`config.mk`:
```
export PLATFORM = sky130hd
export DESIGN_NAME = multichannel_adc_moving_average_core_flat
export DESIGN_NICKNAME = d
export VERILOG_FILES = /design/src/hdl/mavg_pkg.sv /design/src/hdl/mavg_ifs.sv /design/src/hdl/multichannel_adc_moving_average_core.sv /design/src/hdl/mavg_rsp_fifo.sv /design/src/flat_wrapper.sv
export SDC_FILE = /design/constraint.sdc
export NUM_CORES = 2
export LEC_CHECK = 0
export BUFFER_PORTS_ARGS = -buffer_cell sky130_fd_sc_hd__buf_2
export CAP_MARGIN = 15
export CORE_MARGIN = 8
export CORE_UTILIZATION = 63
export DETAILED_ROUTE_END_ITERATION = 10
export PLACE_DENSITY_LB_ADDON = 0.05
export SLEW_MARGIN = 5
export SYNTH_ARGS = -nofsm -noshare
export SYNTH_HDL_FRONTEND = slang
export SYNTH_SLANG_ARGS = --single-unit
```
`constraint.sdc`:
```
create_clock -name clock -period 6.75 [get_ports clock]
set_input_delay 0.3375 -clock clock [delete_from_list [all_inputs] [get_ports clock]]
set_output_delay 0.3375 -clock clock [all_outputs]
set_load 0.05 [all_outputs]
```
`src/hdl/mavg_pkg.sv`:
```
package mavg_pkg;

   // Default sizing
   localparam int MAVG_WINDOW_LENGTH = 16;
   localparam int MAVG_CHANNEL_COUNT = 3;

   // Word field widths
   localparam int CHAN_W = 2;
   localparam int CODE_W = 12;
   localparam int MV_W   = 16;

   localparam logic [MV_W-1:0] FULL_SCALE_RESET = 16'd5000;

   // Millivolt scaling: floor(p / 4095) as (p * MV_RECIP) >> MV_RECIP_SHIFT,
   // exact for every p below 2^MV_PROD_W.
   localparam int          MV_PROD_W      = CODE_W + MV_W;
   localparam logic [63:0] CODE_FULL      = 64'd4095;
   localparam int          MV_RECIP_SHIFT = 40;
   localparam int          MV_RECIP_W     = 29;
   localparam logic [63:0] MV_RECIP_FULL  =
      ((64'd1 << MV_RECIP_SHIFT) + CODE_FULL - 64'd1) / CODE_FULL;
   localparam logic [MV_RECIP_W-1:0] MV_RECIP = MV_RECIP_FULL[MV_RECIP_W-1:0];

   // Result queue
   localparam int RSP_FIFO_DEPTH = 8;
   localparam int RSP_PTR_W      = $clog2(RSP_FIFO_DEPTH);
   localparam int RSP_CNT_W      = $clog2(RSP_FIFO_DEPTH + 1);

   typedef struct packed {
      logic [CHAN_W-1:0] result_channel;
      logic [CODE_W-1:0] average_code;
      logic [MV_W-1:0]   average_millivolts;
   } rsp_word_type;

   typedef struct packed {
      logic                 not_empty;
      logic [RSP_CNT_W-1:0] count;
   } fifo_status_type;

endpackage

```
`src/hdl/mavg_ifs.sv`:
```
interface mavg_req_if import mavg_pkg::*; ();
   logic              valid;
   logic              ready;
   logic [CHAN_W-1:0] channel_index;
   logic [CODE_W-1:0] sample_code;

   modport source (output valid, channel_index, sample_code, input ready);
   modport sink   (input valid, channel_index, sample_code, output ready);
endinterface

interface mavg_rsp_if import mavg_pkg::*; ();
   logic              valid;
   logic              ready;
   logic [CHAN_W-1:0] result_channel;
   logic [CODE_W-1:0] average_code;
   logic [MV_W-1:0]   average_millivolts;

   modport source (output valid, result_channel, average_code, average_millivolts,
                   input ready);
   modport sink   (input valid, result_channel, average_code, average_millivolts,
                   output ready);
endinterface

```
`src/hdl/multichannel_adc_moving_average_core.sv`:
```
// Channel   Dir  Handshake        Word
// req_chan  in   valid / ready    channel_index, sample_code
// rsp_chan  out  valid / ready    result_channel, average_code, average_millivolts
// csr       in   csr_wr_en        csr_wr_data = full scale in millivolts
//
// One sample word is taken per cycle while ready is high; each in-range word yields
// its result through ring read, sum update, window divide, scale multiply and the
// reciprocal multiply that feeds an 8-entry result queue.
// Ready depends only on queue plus pipeline occupancy, so a stalled rsp_chan
// holds results in the queue while samples flow until occupancy reaches its depth.
// Words with a channel number at or above the channel count are taken and dropped.
// Reset (synchronous) zeroes all sums, write positions and ring valid bits;
// no clearing pass is needed.
module multichannel_adc_moving_average_core import mavg_pkg::*; #(
   parameter int WINDOW_LENGTH = MAVG_WINDOW_LENGTH,
   parameter int CHANNEL_COUNT = MAVG_CHANNEL_COUNT
) (
   input  logic            clock,
   input  logic            reset,
   mavg_req_if.sink        req_chan,
   mavg_rsp_if.source      rsp_chan,
   input  logic            csr_wr_en,
   input  logic [MV_W-1:0] csr_wr_data
);

   localparam int POS_W   = $clog2(WINDOW_LENGTH);
   localparam int SUM_W   = CODE_W + POS_W;
   localparam int CHI_W   = (CHANNEL_COUNT > 1) ? $clog2(CHANNEL_COUNT) : 1;
   localparam int ENTRIES = CHANNEL_COUNT * WINDOW_LENGTH;
   localparam int ADDR_W  = $clog2(ENTRIES);
   localparam int OCC_W   = $clog2(RSP_FIFO_DEPTH + 5);
   localparam logic [SUM_W-1:0] SUM_MAX = SUM_W'(WINDOW_LENGTH * 4095);
   localparam logic [POS_W-1:0] POS_LAST = POS_W'(WINDOW_LENGTH - 1);
   localparam int MV_FULL_W = MV_PROD_W + MV_RECIP_W;

   // ------------------------------------------------------------------
   // Configuration register
   // ------------------------------------------------------------------
   logic [MV_W-1:0] fs_mv_ff;

   always_ff @(posedge clock) begin
      if (reset) begin
         fs_mv_ff <= FULL_SCALE_RESET;
      end else if (csr_wr_en) begin
         fs_mv_ff <= csr_wr_data;
      end
   end

   // ------------------------------------------------------------------
   // Intake: flow control by occupancy, drop out-of-range channels
   // ------------------------------------------------------------------
   logic                  s1_vld_ff, s2_vld_ff, s3_vld_ff, s4_vld_ff;
   fifo_status_type       fifo_st;
   logic [OCC_W-1:0]      occ;
   logic                  req_acc;
   logic                  ch_ok;
   logic                  take;
   logic [CHI_W-1:0]      req_idx;
   logic [POS_W-1:0]      cur_pos;
   logic [POS_W-1:0]      next_pos;
   logic [ADDR_W-1:0]     ring_addr;

   assign occ = OCC_W'(fifo_st.count) + OCC_W'(s1_vld_ff) + OCC_W'(s2_vld_ff)
              + OCC_W'(s3_vld_ff) + OCC_W'(s4_vld_ff);
   assign req_chan.ready = (occ < OCC_W'(RSP_FIFO_DEPTH));

   assign req_acc  = req_chan.valid && req_chan.ready;
   assign ch_ok    = (int'(req_chan.channel_index) < CHANNEL_COUNT);
   assign take     = req_acc && ch_ok;
   assign req_idx  = CHI_W'(req_chan.channel_index);

   // ------------------------------------------------------------------
   // Per-channel write positions
   // ------------------------------------------------------------------
   logic [POS_W-1:0] pos_ff [CHANNEL_COUNT];

   assign cur_pos   = pos_ff[req_idx];
   assign next_pos  = (cur_pos == POS_LAST) ? '0 : cur_pos + POS_W'(1);
   assign ring_addr = ADDR_W'(int'(req_idx) * WINDOW_LENGTH + int'(cur_pos));

   always_ff @(posedge clock) begin
      if (reset) begin
         for (int i = 0; i < CHANNEL_COUNT; i++) begin
            pos_ff[i] <= '0;
         end
      end else if (take) begin
         pos_ff[req_idx] <= next_pos;
      end
   end

   // ------------------------------------------------------------------
   // Sample ring: read-first memory, the replaced sample comes out registered in
   // the cycle after the write. Valid bits stand in for the all-zero reset contents.
   // ------------------------------------------------------------------
   logic [CODE_W-1:0] ring_ff [ENTRIES];
   logic [CODE_W-1:0] ring_rd_ff;
   logic [ENTRIES-1:0] ring_vld_ff;
   logic              ring_old_vld_ff;

   always_ff @(posedge clock) begin
      if (take) begin
         ring_ff[ring_addr] <= req_chan.sample_code;
         ring_rd_ff         <= ring_ff[ring_addr];
      end
   end

   always_ff @(posedge clock) begin
      if (reset) begin
         ring_vld_ff <= '0;
      end else if (take) begin
         ring_vld_ff[ring_addr] <= 1'b1;
      end
   end

   always_ff @(posedge clock) begin
      if (take) begin
         ring_old_vld_ff <= ring_vld_ff[ring_addr];
      end
   end

   // ------------------------------------------------------------------
   // Stage 1 -> 2: running sum update
   // ------------------------------------------------------------------
   logic [CHI_W-1:0]  s1_idx_ff;
   logic [CHAN_W-1:0] s1_ch_ff;
   logic [CODE_W-1:0] s1_code_ff;
   logic [SUM_W-1:0]  sum_ff [CHANNEL_COUNT];
   logic [CODE_W-1:0] old_code;
   logic [SUM_W-1:0]  sum_in;
   logic [SUM_W-1:0]  s2_sum_ff;
   logic [CHAN_W-1:0] s2_ch_ff;

   always_ff @(posedge clock) begin
      if (take) begin
         s1_idx_ff  <= req_idx;
         s1_ch_ff   <= req_chan.channel_index;
         s1_code_ff <= req_chan.sample_code;
      end
   end

   // A never-written entry reads as zero
   assign old_code = ring_old_vld_ff ? ring_rd_ff : '0;
   assign sum_in   = sum_ff[s1_idx_ff] - SUM_W'(old_code) + SUM_W'(s1_code_ff);

   always_ff @(posedge clock) begin
      if (reset) begin
         for (int i = 0; i < CHANNEL_COUNT; i++) begin
            sum_ff[i] <= '0;
         end
      end else if (s1_vld_ff) begin
         sum_ff[s1_idx_ff] <= sum_in;
      end
   end

   always_ff @(posedge clock) begin
      if (s1_vld_ff) begin
         s2_sum_ff <= sum_in;
         s2_ch_ff  <= s1_ch_ff;
      end
   end

   // ------------------------------------------------------------------
   // Stage 2 -> 3: divide by window length (shift, or reciprocal multiply)
   // ------------------------------------------------------------------
   logic [CODE_W-1:0] avg_in;
   logic [CODE_W-1:0] s3_avg_ff;
   logic [CHAN_W-1:0] s3_ch_ff;

   if ((WINDOW_LENGTH & (WINDOW_LENGTH - 1)) == 0) begin : g_div_shift
      assign avg_in = s2_sum_ff[SUM_W-1 -: CODE_W];
   end else begin : g_div_recip
      localparam int          DIV_SHIFT   = SUM_W + POS_W;
      localparam int          DIV_RECIP_W = SUM_W + 2;
      localparam int          DIV_PROD_W  = SUM_W + DIV_RECIP_W;
      localparam logic [63:0] DIV_RECIP_FULL =
         ((64'd1 << DIV_SHIFT) + 64'(WINDOW_LENGTH) - 64'd1) / 64'(WINDOW_LENGTH);
      localparam logic [DIV_RECIP_W-1:0] DIV_RECIP = DIV_RECIP_FULL[DIV_RECIP_W-1:0];
      logic [DIV_PROD_W-1:0] div_prod;

      assign div_prod = DIV_PROD_W'(s2_sum_ff) * DIV_PROD_W'(DIV_RECIP);
      assign avg_in   = div_prod[DIV_SHIFT +: CODE_W];
   end

   always_ff @(posedge clock) begin
      if (s2_vld_ff) begin
         s3_avg_ff <= avg_in;
         s3_ch_ff  <= s2_ch_ff;
      end
   end

   // ------------------------------------------------------------------
   // Stage 3 -> 4: scale by full-scale millivolts
   // ------------------------------------------------------------------
   logic [MV_PROD_W-1:0] s4_prod_ff;
   logic [CODE_W-1:0]    s4_avg_ff;
   logic [CHAN_W-1:0]    s4_ch_ff;

   always_ff @(posedge clock) begin
      if (s3_vld_ff) begin
         s4_prod_ff <= MV_PROD_W'(s3_avg_ff) * MV_PROD_W'(fs_mv_ff);
         s4_avg_ff  <= s3_avg_ff;
         s4_ch_ff   <= s3_ch_ff;
      end
   end

   // ------------------------------------------------------------------
   // Stage 4 -> queue: divide by 4095 via reciprocal
   // ------------------------------------------------------------------
   logic [MV_FULL_W-1:0] mv_full;
   rsp_word_type         push_word;
   rsp_word_type         head_word;
   logic                 rsp_pop;

   assign mv_full = MV_FULL_W'(s4_prod_ff) * MV_FULL_W'(MV_RECIP);

   assign push_word.result_channel     = s4_ch_ff;
   assign push_word.average_code       = s4_avg_ff;
   assign push_word.average_millivolts = mv_full[MV_RECIP_SHIFT +: MV_W];

   // Pipeline valids: advance every cycle, never stall
   always_ff @(posedge clock) begin
      if (reset) begin
         s1_vld_ff <= 1'b0;
         s2_vld_ff <= 1'b0;
         s3_vld_ff <= 1'b0;
         s4_vld_ff <= 1'b0;
      end else begin
         s1_vld_ff <= take;
         s2_vld_ff <= s1_vld_ff;
         s3_vld_ff <= s2_vld_ff;
         s4_vld_ff <= s3_vld_ff;
      end
   end

   assign rsp_pop = rsp_chan.valid && rsp_chan.ready;

   mavg_rsp_fifo u_rsp_fifo (
      .clock     (clock),
      .reset     (reset),
      .push_en   (s4_vld_ff),
      .push_word (push_word),
      .pop_en    (rsp_pop),
      .head_word (head_word),
      .status    (fifo_st)
   );

   assign rsp_chan.valid              = fifo_st.not_empty;
   assign rsp_chan.result_channel     = head_word.result_channel;
   assign rsp_chan.average_code       = head_word.average_code;
   assign rsp_chan.average_millivolts = head_word.average_millivolts;

   // ------------------------------------------------------------------
   // Checks
   // ------------------------------------------------------------------
   a_occ_bound: assert property (@(posedge clock) disable iff (reset)
      occ <= OCC_W'(RSP_FIFO_DEPTH))
      else $error("occupancy above queue depth");

   a_take_enters: assert property (@(posedge clock) disable iff (reset)
      take |=> s1_vld_ff)
      else $error("accepted in-range word lost at intake");

   a_drop_out_of_range: assert property (@(posedge clock) disable iff (reset)
      (req_acc && !ch_ok) |=> !s1_vld_ff)
      else $error("out-of-range channel entered pipeline");

   a_sum_bound: assert property (@(posedge clock) disable iff (reset)
      s2_vld_ff |-> (s2_sum_ff <= SUM_MAX))
      else $error("window sum beyond window capacity");

   a_no_overflow: assert property (@(posedge clock) disable iff (reset)
      s4_vld_ff |-> (fifo_st.count < RSP_CNT_W'(RSP_FIFO_DEPTH)))
      else $error("push into full result queue");

endmodule

```
`src/hdl/mavg_rsp_fifo.sv`:
```
module mavg_rsp_fifo import mavg_pkg::*; (
   input  logic            clock,
   input  logic            reset,
   input  logic            push_en,
   input  rsp_word_type    push_word,
   input  logic            pop_en,
   output rsp_word_type    head_word,
   output fifo_status_type status
);

   rsp_word_type         mem_ff [RSP_FIFO_DEPTH];
   logic [RSP_PTR_W-1:0] wr_ptr_ff, wr_ptr_in;
   logic [RSP_PTR_W-1:0] rd_ptr_ff, rd_ptr_in;
   logic [RSP_CNT_W-1:0] count_ff, count_in;

   always_comb begin
      wr_ptr_in = push_en ? wr_ptr_ff + RSP_PTR_W'(1) : wr_ptr_ff;
      rd_ptr_in = pop_en ? rd_ptr_ff + RSP_PTR_W'(1) : rd_ptr_ff;
      count_in  = count_ff + RSP_CNT_W'(push_en) - RSP_CNT_W'(pop_en);
   end

   always_ff @(posedge clock) begin
      if (reset) begin
         wr_ptr_ff <= '0;
         rd_ptr_ff <= '0;
         count_ff  <= '0;
      end else begin
         wr_ptr_ff <= wr_ptr_in;
         rd_ptr_ff <= rd_ptr_in;
         count_ff  <= count_in;
      end
   end

   always_ff @(posedge clock) begin
      if (push_en) begin
         mem_ff[wr_ptr_ff] <= push_word;
      end
   end

   assign head_word        = mem_ff[rd_ptr_ff];
   assign status.not_empty = (count_ff != '0);
   assign status.count     = count_ff;

endmodule

```
`src/flat_wrapper.sv`:
```
// flat-port wrapper written by rule: the top's interface ports become plain ports
module multichannel_adc_moving_average_core_flat import mavg_pkg::*;
#(
   parameter int WINDOW_LENGTH = MAVG_WINDOW_LENGTH,
   parameter int CHANNEL_COUNT = MAVG_CHANNEL_COUNT
)
  (clock, reset, csr_wr_en, csr_wr_data, req_chan_valid, req_chan_channel_index, req_chan_sample_code, req_chan_ready, rsp_chan_valid, rsp_chan_result_channel, rsp_chan_average_code, rsp_chan_average_millivolts, rsp_chan_ready);
  mavg_req_if req_chan_i ();
  mavg_rsp_if rsp_chan_i ();
  input  logic clock;
  input  logic reset;
  input  logic csr_wr_en;
  input  logic [MV_W-1:0] csr_wr_data;
  input wire logic [$bits(req_chan_i.valid)-1:0] req_chan_valid;
  input wire logic [$bits(req_chan_i.channel_index)-1:0] req_chan_channel_index;
  input wire logic [$bits(req_chan_i.sample_code)-1:0] req_chan_sample_code;
  output wire logic [$bits(req_chan_i.ready)-1:0] req_chan_ready;
  output wire logic [$bits(rsp_chan_i.valid)-1:0] rsp_chan_valid;
  output wire logic [$bits(rsp_chan_i.result_channel)-1:0] rsp_chan_result_channel;
  output wire logic [$bits(rsp_chan_i.average_code)-1:0] rsp_chan_average_code;
  output wire logic [$bits(rsp_chan_i.average_millivolts)-1:0] rsp_chan_average_millivolts;
  input wire logic [$bits(rsp_chan_i.ready)-1:0] rsp_chan_ready;
  assign req_chan_i.valid = req_chan_valid;
  assign req_chan_i.channel_index = req_chan_channel_index;
  assign req_chan_i.sample_code = req_chan_sample_code;
  assign req_chan_ready = req_chan_i.ready;
  assign rsp_chan_valid = rsp_chan_i.valid;
  assign rsp_chan_result_channel = rsp_chan_i.result_channel;
  assign rsp_chan_average_code = rsp_chan_i.average_code;
  assign rsp_chan_average_millivolts = rsp_chan_i.average_millivolts;
  assign rsp_chan_i.ready = rsp_chan_ready;
  multichannel_adc_moving_average_core #(.WINDOW_LENGTH(WINDOW_LENGTH), .CHANNEL_COUNT(CHANNEL_COUNT)) u_core (.clock(clock), .reset(reset), .req_chan(req_chan_i), .rsp_chan(rsp_chan_i), .csr_wr_en(csr_wr_en), .csr_wr_data(csr_wr_data));
endmodule
```
==> results.toml <==
[detailed_routing]
drcViolationCount = 0
ant_nets = 0
via_per_inst = 6.23
routed_wl_mm = 126
wire_per_inst_um = 25.8
dr_total_vias = 30400
first_pass_iters = 6
drt_iter0_markers = 3296

[worst_setup_path]
path_max_fanout = 17
slowest_stage = "edfxtp_1"
crit_type = "reg2reg"
ff2ff_path_depth = 19
worstSetupStartpointType = "flop"
cp.buffers_inverters = 3
worst_path_most_repeated_cell = "fa_1"
worstPathRequired_ns = 7.14
max_stage_delay_ns = 0.77
crit_arrival_ns = 6.64
crit_cells = 19
crit_family = "adder cells"
crit_path_end_kind = "flop"
path_cells = "nand2_1 > fa_1 > fa_1 > fa_1 > inv_1 > fa_1 > inv_1 > fa_1 > inv_1 > ha_1 > or3_1 > nand2b_1 > o211ai_1 > o21ai_1 > a211oi_1 > nor2_1 > a211o_1 > a21oi_1 > xnor2_1"

[layout]
final_cell_mix = "edfxtp_1, inv_1, nand2_1"
drive_above_1_share_pct = 13.3
fillerInstances = 5373
instances_no_fill = 4880
final_nets = 4179
area_delta_synth_final_pct = 11.2
register_area_mm2 = 0.0315
final_common_cell = "edfxtp_1"
fin_util_pct = 70.4
diodes = 0
multi_input_area_mm2 = 0.0173

[place]
gp_congestion = 0.921
dp.cells = 4657
port_buffers = 66
dp.final_hpwl_mm = 80.6

[clock_network]
cts_htree_levels = 3
clk_pin_slew_worst_paths_ns = 0.06
cts-buffers-inserted = 108
root_buffer = "clkbuf_16"
cts_buffer_depth = 3
cts.repair.resized = 0
clk_latency_ns = 0.68
cts_tree = "done"
cts.sinks = 1076

[timing]
tns_ns = 0
rsz0062_at_grt = "no"
hold_slack_ns = 0.111
hold_viol = 0
fin_crit_ns = 6.25
slew_violations = 0
fmax_mhz = 160
maxSlewHeadroom_pct = 22.4
finClkSkew_ns = 0.0461
tightest_slew_ns = 1.16
period_share_pct = 92.6
finalSetupViolCount = 0

[global_routing]
grt_use_total_pct = 28.0
grt_pass1_vias = 31100
antenna_found_initial = 0
grt_start_max_net_pins = 61
gr-total-overflow = 0
grt_pass1_wl_mm = 190

[floorplan]
die_h_um = 300
fp.dieW_um = 300
rows = 104
num_io_pins = 67
initial_core_util_pct = 63.3
dieArea_mm2 = 0.0897
core-area_mm2 = 0.0800

[synth]
synth_cell_types = 76
syn_inst = 3577
async_reset_ff_share_pct = 0
synth.cell_area_mm2 = 0.0506
postSynthAreaPerCell_um2 = 14.2
synth-edff-count = 993
ys_ff_latch = 1076
ys_seq_area_share_pct = 62.2
ys.flop_type = "edfxtp_1"
yosys_warnings = 0

[power]
p_total_uw = 19400
power_density_mw_per_mm2 = 344
p_leak_uw = 0.0212
irDropWorstVdd_v = 0.000270

[job]
maxCapViolCount = 0

[worst_hold_path]
hold_depth = 4
min_path_type = "in2reg"

[status]
status = "completed"
-- flip-flops by register name (all words and copies together) (netlist names), 16 cells and up, named ones only --
| register | cells |
|---|---|
| u_core.s4_prod_ff | 28 |
| u_core.ring_vld_ff | 48 |
| u_core.ring_ff | 576 |
| u_core.pos_ff | 16 |
| u_core.fs_mv_ff | 16 |
| u_core.u_rsp_fifo.mem_ff | 240 |
| u_core.sum_ff | 64 |
-- worst register-to-register path, delay by kind of cell (launching register included) --
| kind | cells | cell delay, ns |
|---|---|---|
| compound gates | 5 | 1.26 |
| xor+xnor | 1 | 0.08 |
| fa+ha+maj | 6 | 2.80 |
| buf+inv | 3 | 0.16 |
| flops | 1 | 0.77 |
| simple gates | 4 | 0.91 |
-- power by group --
part           switching [uW]  internal (uW)  total [uW]
clock network            2520           3430        5950
registers                 187           7710        7900
logic                    3430           2120        5550
-- metrics by stage --
| step | cell area (um^2) | setup slack (ns) |
|---|---|---|
| 3_3_place_gp | 52600 | 0.812 |
| 2_1_floorplan | 50600 | 1.24 |
| 6_report | 56300 | 0.501 |
| 3_5_place_dp | 52600 | 0.639 |
| 4_1_cts | 56300 | 0.569 |
| 5_1_grt | 56300 | 0.245 |
-- logic make-up after synthesis --
kind of cell | after synthesis | share of synthesized area (%)
compound gates | 532 | 7.30
xor+xnor | 54 | 0.934
fa+ha+maj | 420 | 12.9
buf+inv | 503 | 3.95
flops | 1076 | 62.2
mux | 168 | 5.54
other cells | 1 | 0.00741
simple gates | 823 | 7.18
-- Yosys cell counts (all sizes together), types with 35 or more instances --
master	count	area, um^2
mux2i	43	430
a21oi	138	691
clkbuf	92	345
fa	171	3420
ha	249	3120
inv	343	1290
nand2	297	1120
edfxtp	993	29800
nor2	299	1140
xnor2	35	307
buf	68	368
and2	88	553
nand3	39	195
dfxtp	83	1660
o21ai	53	269
a221oi	55	494
mux2	39	439
a22oi	117	878
mux4	86	1940
-- layer usage --
metal	part of all wire (%)	vias up	GRT usage [%]
li1	-	13300	-
met1	39	15300	38.2
met2	48	1497	45.6
met3	8.7	260	4.37
met4	4.1	0	10.7
met5	0	-	0
-- final cells by class --
cell class | count | share of cell area [%]
multi-input cells | 2001 | 30.7
clock inverters | 69 | 1.21
flip-flops and latches | 1076 | 55.9
repair buffers | 194 | 2.45
inverters | 343 | 2.29
well taps | 1060 | 2.35
clock buffers | 137 | 5.14
-- final timing paths --
check / slack, ns / endpoint / from
max: 0.50 / u_core.s4_prod_ff[27]$_DFFE_PP_ / u_core.s3_avg_ff[3]$_DFFE_PP_
max reg2reg: 0.50 / u_core.s4_prod_ff[27]$_DFFE_PP_ / u_core.s3_avg_ff[3]$_DFFE_PP_
min reg2reg: 0.42 / u_core.s3_avg_ff[5]$_DFFE_PP_ / u_core.s2_sum_ff[9]$_DFFE_PP_
min: 0.11 / flop / rsp_chan_ready
-- timing repair --
action	4_1_cts	5_1_grt
hold buffers	16	0
buffers inserted	0	0
endpoints found under the hold margin	16	0
No activity file was read; power rests on OpenSTA's default activity.
